`config.mk`:
```
export PLATFORM = sky130hd
export DESIGN_NAME = xon_xoff_receive_fifo_top
export DESIGN_NICKNAME = d
export VERILOG_FILES = /design/src/rtl/xxrf_pkg.sv /design/src/rtl/xon_xoff_receive_fifo_top.sv /design/src/rtl/xxrf_ram.sv /design/src/rtl/xxrf_cfg.sv /design/src/rtl/xxrf_ctrl.sv
export SDC_FILE = /design/constraint.sdc
export NUM_CORES = 1
export LEC_CHECK = 0
export ABC_CLOCK_PERIOD_IN_PS = 8060
export BUFFER_PORTS_ARGS = -buffer_cell sky130_fd_sc_hd__buf_2
export CAP_MARGIN = 25
export CORE_MARGIN = 2
export CORE_UTILIZATION = 45
export DETAILED_ROUTE_END_ITERATION = 16
export GPL_TIMING_DRIVEN = 0
export PLACE_DENSITY = 0.71
export SLEW_MARGIN = 20
export SYNTH_ARGS = -nofsm -noshare
export SYNTH_HDL_FRONTEND = slang
export SYNTH_SLANG_ARGS = --single-unit
```
`constraint.sdc`:
```
create_clock -name clk -period 8.06 [get_ports clk]
set_clock_uncertainty 0.2 [all_clocks]
set_input_delay 0.403 -clock clk [delete_from_list [all_inputs] [get_ports clk]]
set_output_delay 0.403 -clock clk [all_outputs]
set_load 0.005 [all_outputs]
```
`src/rtl/xxrf_pkg.sv`:
```
// shared types and constants of the xon/xoff receive fifo
`default_nettype none

package xxrf_pkg;

	localparam int DEPTH  = 8;
	localparam int PTR_W  = $clog2(DEPTH);
	localparam int CNT_W  = $clog2(DEPTH + 1);
	localparam int LIM_W  = 4;
	localparam int CMP_W  = (CNT_W > LIM_W) ? CNT_W : LIM_W;
	localparam int FILL_W = 4;
	localparam int ADDR_W = 5;
	localparam int DATA_W = 32;

	localparam logic [LIM_W-1:0] UPPER_RST = LIM_W'(6);
	localparam logic [LIM_W-1:0] LOWER_RST = LIM_W'(3);
	localparam logic [7:0]       XON_RST   = 8'd17;
	localparam logic [7:0]       XOFF_RST  = 8'd19;
	localparam logic [7:0]       END_RST   = 8'd26;

	localparam logic KIND_RX  = 1'b0;
	localparam logic KIND_POP = 1'b1;

	typedef enum logic [2:0] {
		REG_UPPER = 3'd0,
		REG_LOWER = 3'd1,
		REG_XON   = 3'd2,
		REG_XOFF  = 3'd3,
		REG_END   = 3'd4
	} reg_idx_t;

	typedef struct packed {
		logic [LIM_W-1:0] upper_limit;
		logic [LIM_W-1:0] lower_limit;
		logic [7:0]       xon_code;
		logic [7:0]       xoff_code;
		logic [7:0]       end_code;
	} cfg_t;

	typedef struct packed {
		logic              out_valid;
		logic              send_ctrl;
		logic [7:0]        ctrl_byte;
		logic              end_seen;
		logic              drained;
		logic              overflow;
		logic [FILL_W-1:0] fill_level;
	} res_t;

	typedef struct packed {
		logic             we;
		logic [PTR_W-1:0] waddr;
		logic [7:0]       wdata;
		logic             re;
		logic [PTR_W-1:0] raddr;
	} ram_req_t;

endpackage

`default_nettype wire

```
`src/rtl/xon_xoff_receive_fifo_top.sv`:
```
// top level of the xon/xoff flow controlled receive fifo
// latency: a word accepted at one edge has its result on the result ports in the next cycle
// throughput: one word per cycle; busy is always low, the ring ram takes one write and one read a cycle
// done marks each result for exactly one cycle; out_byte comes from the ram's registered read port
// reset clears pointers, fill count, xoff and end flags and restores register defaults
// ring contents are not cleared by reset
`default_nettype none

module xon_xoff_receive_fifo_top import xxrf_pkg::*; (
	input  wire logic              clk,
	input  wire logic              arst_n,
	input  wire logic              start,
	output logic                   busy,
	input  wire logic              kind,
	input  wire logic [7:0]        rx_byte,
	output logic                   done,
	output logic                   out_valid,
	output logic      [7:0]        out_byte,
	output logic                   send_ctrl,
	output logic      [7:0]        ctrl_byte,
	output logic                   end_seen,
	output logic                   drained,
	output logic                   overflow,
	output logic      [FILL_W-1:0] fill_level,
	input  wire logic              psel,
	input  wire logic              penable,
	input  wire logic              pwrite,
	input  wire logic [ADDR_W-1:0] paddr,
	input  wire logic [DATA_W-1:0] pwdata,
	output logic      [DATA_W-1:0] prdata,
	output logic                   pready
);

	cfg_t       cfg;
	ram_req_t   ram_req;
	res_t       res_s1;
	logic       accept;
	logic [7:0] rdata;

	assign busy   = 1'b0;
	assign accept = start && !busy;

	xxrf_cfg u_cfg (
		.clk     (clk),
		.arst_n  (arst_n),
		.psel    (psel),
		.penable (penable),
		.pwrite  (pwrite),
		.paddr   (paddr),
		.pwdata  (pwdata),
		.prdata  (prdata),
		.pready  (pready),
		.cfg     (cfg)
	);

	xxrf_ctrl u_ctrl (
		.clk     (clk),
		.arst_n  (arst_n),
		.accept  (accept),
		.kind    (kind),
		.rx_byte (rx_byte),
		.cfg     (cfg),
		.ram_req (ram_req),
		.done_s1 (done),
		.res_s1  (res_s1)
	);

	xxrf_ram #(
		.DEPTH (DEPTH),
		.WIDTH (8)
	) u_ram (
		.clk   (clk),
		.we    (ram_req.we),
		.waddr (ram_req.waddr),
		.wdata (ram_req.wdata),
		.re    (ram_req.re),
		.raddr (ram_req.raddr),
		.rdata (rdata)
	);

	assign out_valid  = res_s1.out_valid;
	assign out_byte   = res_s1.out_valid ? rdata : 8'd0;
	assign send_ctrl  = res_s1.send_ctrl;
	assign ctrl_byte  = res_s1.ctrl_byte;
	assign end_seen   = res_s1.end_seen;
	assign drained    = res_s1.drained;
	assign overflow   = res_s1.overflow;
	assign fill_level = res_s1.fill_level;

endmodule

`default_nettype wire

```
`src/rtl/xxrf_ram.sv`:
```
// generic single-write single-read ram with registered read data
`default_nettype none

module xxrf_ram #(
	parameter int DEPTH = 8,
	parameter int WIDTH = 8
) (
	input  wire logic                     clk,
	input  wire logic                     we,
	input  wire logic [$clog2(DEPTH)-1:0] waddr,
	input  wire logic [WIDTH-1:0]         wdata,
	input  wire logic                     re,
	input  wire logic [$clog2(DEPTH)-1:0] raddr,
	output logic      [WIDTH-1:0]         rdata
);

	logic [WIDTH-1:0] mem [DEPTH];

	always_ff @(posedge clk) begin
		if (we) begin
			mem[waddr] <= wdata;
		end
	end

	always_ff @(posedge clk) begin
		if (re) begin
			rdata <= mem[raddr];
		end
	end

endmodule

`default_nettype wire

```
`src/rtl/xxrf_cfg.sv`:
```
// apb configuration registers
`default_nettype none

module xxrf_cfg import xxrf_pkg::*; (
	input  wire logic              clk,
	input  wire logic              arst_n,
	input  wire logic              psel,
	input  wire logic              penable,
	input  wire logic              pwrite,
	input  wire logic [ADDR_W-1:0] paddr,
	input  wire logic [DATA_W-1:0] pwdata,
	output logic      [DATA_W-1:0] prdata,
	output logic                   pready,
	output cfg_t                   cfg
);

	cfg_t     cfg_q;
	reg_idx_t idx;
	logic     wr_en;

	assign pready = 1'b1;
	assign idx    = reg_idx_t'(paddr[ADDR_W-1:2]);
	assign wr_en  = psel && penable && pwrite && pready;
	assign cfg    = cfg_q;

	always_ff @(posedge clk or negedge arst_n) begin
		if (!arst_n) begin
			cfg_q.upper_limit <= UPPER_RST;
			cfg_q.lower_limit <= LOWER_RST;
			cfg_q.xon_code    <= XON_RST;
			cfg_q.xoff_code   <= XOFF_RST;
			cfg_q.end_code    <= END_RST;
		end else if (wr_en) begin
			unique case (idx)
				REG_UPPER: cfg_q.upper_limit <= pwdata[LIM_W-1:0];
				REG_LOWER: cfg_q.lower_limit <= pwdata[LIM_W-1:0];
				REG_XON:   cfg_q.xon_code    <= pwdata[7:0];
				REG_XOFF:  cfg_q.xoff_code   <= pwdata[7:0];
				REG_END:   cfg_q.end_code    <= pwdata[7:0];
				default:   ;
			endcase
		end
	end

	always_comb begin
		unique case (idx)
			REG_UPPER: prdata = DATA_W'(cfg_q.upper_limit);
			REG_LOWER: prdata = DATA_W'(cfg_q.lower_limit);
			REG_XON:   prdata = DATA_W'(cfg_q.xon_code);
			REG_XOFF:  prdata = DATA_W'(cfg_q.xoff_code);
			REG_END:   prdata = DATA_W'(cfg_q.end_code);
			default:   prdata = '0;
		endcase
	end

endmodule

`default_nettype wire

```
`src/rtl/xxrf_ctrl.sv`:
```
// pointers, fill count, flow control decisions and result register
`default_nettype none

module xxrf_ctrl import xxrf_pkg::*; (
	input  wire logic       clk,
	input  wire logic       arst_n,
	input  wire logic       accept,
	input  wire logic       kind,
	input  wire logic [7:0] rx_byte,
	input  cfg_t            cfg,
	output ram_req_t        ram_req,
	output logic            done_s1,
	output res_t            res_s1
);

	logic [PTR_W-1:0] rd_ptr_q, wr_ptr_q, rd_ptr_d, wr_ptr_d;
	logic [CNT_W-1:0] cnt_q, cnt_d;
	logic             xoff_q, xoff_d;
	logic             end_q, end_d;
	logic [CMP_W-1:0] cnt_x, upper_x, lower_x;
	logic             is_end, full, empty;
	res_t             res_d;

	assign cnt_x   = CMP_W'(cnt_q);
	assign upper_x = CMP_W'(cfg.upper_limit);
	assign lower_x = CMP_W'(cfg.lower_limit);
	assign is_end  = (rx_byte == cfg.end_code);
	assign full    = (cnt_q == CNT_W'(DEPTH));
	assign empty   = (cnt_q == '0);

	always_comb begin
		rd_ptr_d = rd_ptr_q;
		wr_ptr_d = wr_ptr_q;
		cnt_d    = cnt_q;
		xoff_d   = xoff_q;
		end_d    = end_q;
		res_d    = '0;
		ram_req  = '0;
		ram_req.waddr = wr_ptr_q;
		ram_req.wdata = rx_byte;
		ram_req.raddr = rd_ptr_q;
		if (kind == KIND_RX) begin
			if (cnt_x >= upper_x && !xoff_q) begin
				xoff_d          = 1'b1;
				res_d.send_ctrl = 1'b1;
				res_d.ctrl_byte = cfg.xoff_code;
			end
			priority if (is_end) begin
				end_d = 1'b1;
			end else if (full) begin
				res_d.overflow = 1'b1;
			end else begin
				ram_req.we = accept;
				wr_ptr_d   = (wr_ptr_q == PTR_W'(DEPTH - 1)) ? '0 : wr_ptr_q + 1'b1;
				cnt_d      = cnt_q + 1'b1;
			end
		end else if (!empty) begin
			if (cnt_x <= lower_x && xoff_q) begin
				xoff_d          = 1'b0;
				res_d.send_ctrl = 1'b1;
				res_d.ctrl_byte = cfg.xon_code;
			end
			res_d.out_valid = 1'b1;
			ram_req.re      = accept;
			rd_ptr_d        = (rd_ptr_q == PTR_W'(DEPTH - 1)) ? '0 : rd_ptr_q + 1'b1;
			cnt_d           = cnt_q - 1'b1;
		end
		res_d.end_seen   = end_d;
		res_d.drained    = end_d && (cnt_d == '0);
		res_d.fill_level = FILL_W'(cnt_d);
	end

	always_ff @(posedge clk or negedge arst_n) begin
		if (!arst_n) begin
			rd_ptr_q <= '0;
			wr_ptr_q <= '0;
			cnt_q    <= '0;
			xoff_q   <= 1'b0;
			end_q    <= 1'b0;
			done_s1  <= 1'b0;
		end else begin
			done_s1 <= accept;
			if (accept) begin
				rd_ptr_q <= rd_ptr_d;
				wr_ptr_q <= wr_ptr_d;
				cnt_q    <= cnt_d;
				xoff_q   <= xoff_d;
				end_q    <= end_d;
			end
		end
	end

	always_ff @(posedge clk) begin
		if (accept) begin
			res_s1 <= res_d;
		end
	end

	a_cnt_bound: assert property (@(posedge clk) disable iff (!arst_n)
		cnt_q <= CNT_W'(DEPTH))
		else $error("fill count above depth");

	a_no_pop_empty: assert property (@(posedge clk) disable iff (!arst_n)
		accept && kind == KIND_POP && empty |=> !res_s1.out_valid)
		else $error("pop from empty buffer");

	a_ovf_full: assert property (@(posedge clk) disable iff (!arst_n)
		done_s1 && res_s1.overflow |-> full)
		else $error("overflow without full buffer");

	a_xoff_state: assert property (@(posedge clk) disable iff (!arst_n)
		done_s1 && res_s1.send_ctrl && !res_s1.out_valid |-> xoff_q)
		else $error("xoff sent but not in force");

	a_xon_state: assert property (@(posedge clk) disable iff (!arst_n)
		done_s1 && res_s1.send_ctrl && res_s1.out_valid |-> !xoff_q)
		else $error("xon sent but xoff still in force");

endmodule

`default_nettype wire

```
After elaboration in Yosys (flattened, before gate mapping) --
Memories as Yosys holds them, arrays and structs flattened. A register that Yosys moved wholly into a read port is not among the register bits. Index checks and enable logic that the tools add are counted.
Storage, ports and cells: register bits 62, bits in latches 0, bits in writable memories 64, ROM bits 0, input bits 52, output and inout bits 60, logic and storage cells 84, memories 1
Operators by class: add/sub/neg operators 4, $mul 0, divide/modulo/power cells 0, order comparisons 2, equality and inequality tests 10, shifts and indexed selects 0, multiplexer cells 26, bitwise logic cells 4, reductions and logical operators 19
Memories:
- u_ram.mem | words 8, width 8, read ports 1, clocked after memory_dff 1, write ports 1, line xxrf_ram.sv:17 | logic [WIDTH-1:0] mem [DEPTH];
Operators with widths (count):
- 8-bit case mux with 5 select lines | 1
- 9-bit 2-to-1 mux | 3
- 4-bit 2-to-1 mux | 4
- 1-bit 2-to-1 mux | 14
- 10-bit 2-to-1 mux | 1
- 2-bit AND reduction | 5
- 3-bit == test, second input constant | 3
- 8-bit == test | 1
- 4-bit logical NOT | 2
- 8-bit 2-to-1 mux | 1
- 4-bit AND reduction | 2
- 3-bit by 1-bit adder with 3-bit output, second input constant | 2
- 3-bit by 2-bit == test with 1-bit output, second input constant | 2
- 3-bit 2-to-1 mux | 2
- 1-bit logical AND | 5
- 4-bit by 1-bit adder with 4-bit output, second input constant | 1
- 4-bit == test, second input constant | 1
- 4-bit >= comparator | 1
- 4-bit less-or-equal comparator | 1
- 1-bit inverter | 4
- 4-bit by 1-bit subtractor with 4-bit output, second input constant | 1
- 3-bit by 1-bit == test with 1-bit output, second input constant | 1
- 3-bit logical NOT | 1
- 3-bit AND reduction | 1
- other kinds (5) | 5

Depth between registers and ports, before layout --
word-level depth 6, gate-level depth with buffers 9, gate-level depth less buffers 9

By module --
From an unflattened synthesis, not the netlist that was laid out.
Unflattened totals: cells, all modules 418, area, all modules 6358.6 sq um
By module, submodules not included:
- xxrf_ram | instances 1, cells each 114, area an instance 2771.4 sq um, seq. area each 2162.1 sq um
- xxrf_ctrl | instances 1, cells each 153, area an instance 1767.9 sq um, seq. area each 835.8 sq um
- xxrf_cfg | instances 1, cells each 141, area an instance 1757.9 sq um, seq. area each 815.8 sq um
- xon_xoff_receive_fifo_top | instances 1, cells each 10, area an instance 61.3 sq um, seq. area each 0.0 sq um

Worst setup path after synthesis --
OpenSTA, ideal clock, no wires.
path kind register -> register, start reg u_cfg.cfg_q (netlist bit u_cfg.cfg[1]), end mem u_ram.mem[2][0], enable pin, library setup time 0.398 ns, arrival time 2.319 ns, required time 7.462 ns, setup slack 5.143 ns, cell stages (with the launch flop) 6, path buffers 0, period minus slack after synthesis 2.917 ns, path through dfstp_2 > xor2_1 > nor4_2 > a21oi_1 > o211ai_2 > nor4b_1
Between the ends: cells in the longest elaborated chain, start to end 5
Ends and longest elaborated chain:
- from (decl) | line xxrf_cfg.sv:17 | cfg_t cfg_q;
- 8-bit == test | line xxrf_ctrl.sv:27 | assign is_end = (rx_byte == cfg.end_code);
- 1-bit 2-to-1 mux | line xxrf_ctrl.sv:48 | priority if (is_end) begin
- 1-bit 2-to-1 mux | line xxrf_ctrl.sv:42 | if (kind == KIND_RX) begin
- 1-bit 2-to-1 mux | line xxrf_ram.sv:20 | if (we) begin
- 1-bit 2-to-1 mux (implied by the code) | line xxrf_ram.sv:21 | mem[waddr] <= wdata;
- to (decl) | line xxrf_ram.sv:17
No other way between the ends.

Worst setup path in the final report --
start reg u_cfg.cfg_q (netlist bit u_cfg.cfg[4]), end mem u_ram.mem[4][4], enable pin
The elaborated chain is that of the path after synthesis.

==> qor.yml <==
die_w_um: 121
multi_input_area_sq_um: 2220
holdPathEnd: "u_cfg.cfg[15]"
drc: 0
r2r_setup_slack_ns: 5.02
slowest_stage: "nor4b_2"
seq_area_sq_um: 3810
stdcell_count: 710
fin_util: 0.562
yosys.area.top_type: "edfxtp_1"
rr_startpoint: "u_cfg.cfg[4]"
tns_ns: 0
power_density_nw_per_um2: 315
htreeDepth: 4
worst_slew_pin_slew_ns: 0.815
grt_use_total: 0.184
hold_violations: 0
async_flop_share: 0.336
drive_above_1_share: 0.404
final_nets: 587
hold_start: "pwdata[7]"
min_period_ns: 3.04
synth-main-ff-cell: "edfxtp_1"
fp.dieH_um: 121
slowest_delay_ns: 0.69
dp.cells: 677
endpoint_kind: "flop"
antenna_found_initial: 0
fill_cells: 1113
yosysMostFrequentCell: "edfxtp_1"
cts_sinks: 134
rsz0062_at_grt: "false"
vdd_ir_drop_max_v: 0.000178
setup_viol: 0
cts_tree: "done"
crit_arrival_ns: 2.97
r2r_end: "u_ram.mem[4][4]"
critPathTopFamily: "simple AND/OR/NAND/NOR gates"
hpwl_um: 8510
min_path_type: "in -> reg"
globalplace.congestion: 0.812
first_iter_violations: 288
syn_to_final_growth_pct: 21.3
grt_max_degree: 46
ys.warnings.count: 0
ios: 112
p_leak_nw: 3.05
synth_commonest_cells: "edfxtp_1, mux2_2, dfrtp_1"
ys_top_cells_by_area: "edfxtp_1, dfrtp_1, mux2_2"
startpoint_type: "flop"
grt_pass1_vias: 3858
routed_wl_um: 12300
hold_path_depth: 2
avgSynthCellArea_sq_um: 15.0
crit_path_cell_trace: "xor2_1 > nor4_2 > a21oi_1 > o211ai_2 > nor4b_2 > buf_4"
cts_buffers: 17
routed_via_density: 5.20
postPlaceCellArea_sq_um: 6880
cts_resized: 0
synth_top_area_share: 0.432
dr.pass1.iters: 4
crit_type: "reg -> reg"
path_depth: 6
max_freq_ghz: 0.329
port_buffers: 58
slew_viol_final: 0
max-slew-margin-rel: 0.455
fp-row-count: 42
grt_first_pass_wirelength_um: 20200
dr_total_vias: 3690
overflow: 0
clk_pin_slew_worst_paths_ns: 0.06
reg2reg_depth: 6
start_util: 0.463
final_cell_area_sq_um: 7500
cts_buffer_depth: 2
insertion_delay_ns: 0.41
finalCritPeriodShare: 0.377
ys_seq_area_frac: 0.617
path_buf_inv: 1
fp.dieArea_sq_um: 14700
status: "finished, final reports clean"
ys_ff_latch: 134
drv_cap: 0
synth_edf_count: 89
synth_area_sq_um: 6190
antenna_cells: 0
postSynthCellCount: 412
root_buffer: "clkbuf_16"
worstPathMaxFanout: 8
avgRoutedWirePerCell_um: 17.3
detail-route-antenna-nets: 0
netlist-cell-type-count: 50
core_sq_um: 13300
worstPathRequired_ns: 7.99
-- registers in the layout, indices dropped and copies added (netlist names) --
name             flops
u_cfg.cfg           32
u_ctrl.cnt_q         4
u_ctrl.done_s1       1
u_ctrl.end_q         1
u_ctrl.rd_ptr_q      3
u_ctrl.res_s1       17
u_ctrl.wr_ptr_q      3
u_ctrl.xoff_q        1
u_ram.mem           64
u_ram.rdata          8
-- layer usage --
metal | up-vias | share of wire | GRT usage
li1 | 1735 | - | -
met1 | 1844 | 0.43 | 0.237
met2 | 94 | 0.51 | 0.307
met3 | 17 | 0.044 | 0.0423
met4 | 0 | 0.013 | 0.0647
met5 | - | 0 | 0
-- how the worst max path moves through the flow --
stage	from	end	slack, ns
finish	u_cfg.cfg[4]	u_ram.mem[4][4]	5.02
CTS	u_cfg.cfg[4]	u_ram.mem[5][2]	5.00
global placement	start	u_ram.mem[3][4]	4.21
global route	u_cfg.cfg[4]	u_ram.mem[5][2]	4.84
floorplan	u_cfg.cfg[1]	u_ram.mem[2][0]	5.14
detailed placement	start	u_ram.mem[5][7]	4.90
-- worst register-to-register path, delay by kind of cell (launching register included) --
kind                   cells  cell delay (ns)
XOR/XNOR                   1             0.21
AND/OR/NAND/NOR            2             0.79
flip-flops                 1             0.56
buffers and inverters      1             0.27
AO/OA/AOI/OAI              2             0.72
-- repair_timing --
action                                 in CTS  in global routing
endpoints found under the hold margin       5                  0
setup buffers                               0                  0
hold buffers                                1                  0
-- logic make-up after synthesis --
logic type      Yosys count  share of synthesized area
fa+ha+maj                14                     0.0283
flops                   134                      0.617
simple gates             77                     0.0702
buf+inv                  52                     0.0489
xor+xnor                 10                     0.0154
other cells               2                    0.00121
compound gates           57                     0.0688
mux                      66                      0.151
-- cells in the final DEF (no fill, tap or decap), types with 5 or more instances in the layout --
master / netlist / routed
mux4_2: 17 / 17
mux2_2: 40 / 40
a22oi_1: 8 / 8
xor2_1: 8 / 8
clkbuf_1: 6 / 6
dfrtp_1: 33 / 33
dfstp_2: 12 / 12
ha_1: 14 / 14
nor2b_1: 5 / 5
o21ai_0: 16 / 16
mux2i_1: 5 / 5
nand2_1: 20 / 20
and2_1: 9 / 9
inv_1: 12 / 12
nand2b_1: 5 / 5
nor2_1: 9 / 9
buf_2: 4 / 63
clkbuf_16: 0 / 17
conb_1: 2 / 26
edfxtp_1: 89 / 89
a22o_1: 11 / 11
nor4_2: 3 / 6
buf_4: 27 / 32
-- layout make-up --
cell class	count	area share
Sequential cell	134	0.508
Multi-Input combinational cell	250	0.296
Clock buffer	17	0.0567
Timing Repair Buffer	66	0.0462
Buffer	40	0.0344
Tap cell	176	0.0294
Clock inverter	15	0.0233
Inverter	12	0.00600
-- metrics by stage --
stage / total power, mW / hold WS, ns / worst slack [ns]
global placement: 1.55 / 0.262 / 4.21
floorplan: 1.40 / -0.0926 / 5.14
finish: 2.36 / 0.0602 / 5.02
global route: 2.50 / 0.0518 / 4.84
CTS: 2.38 / 0.0508 / 5.00
detailed placement: 1.59 / 0.271 / 4.90
-- power breakdown --
| group | internal [mW] | switching [mW] |
|---|---|---|
| logic | 0.310 | 0.306 |
| clock network | 0.487 | 0.295 |
| registers | 0.878 | 0.0848 |
(Power assumes the default switching activity.)
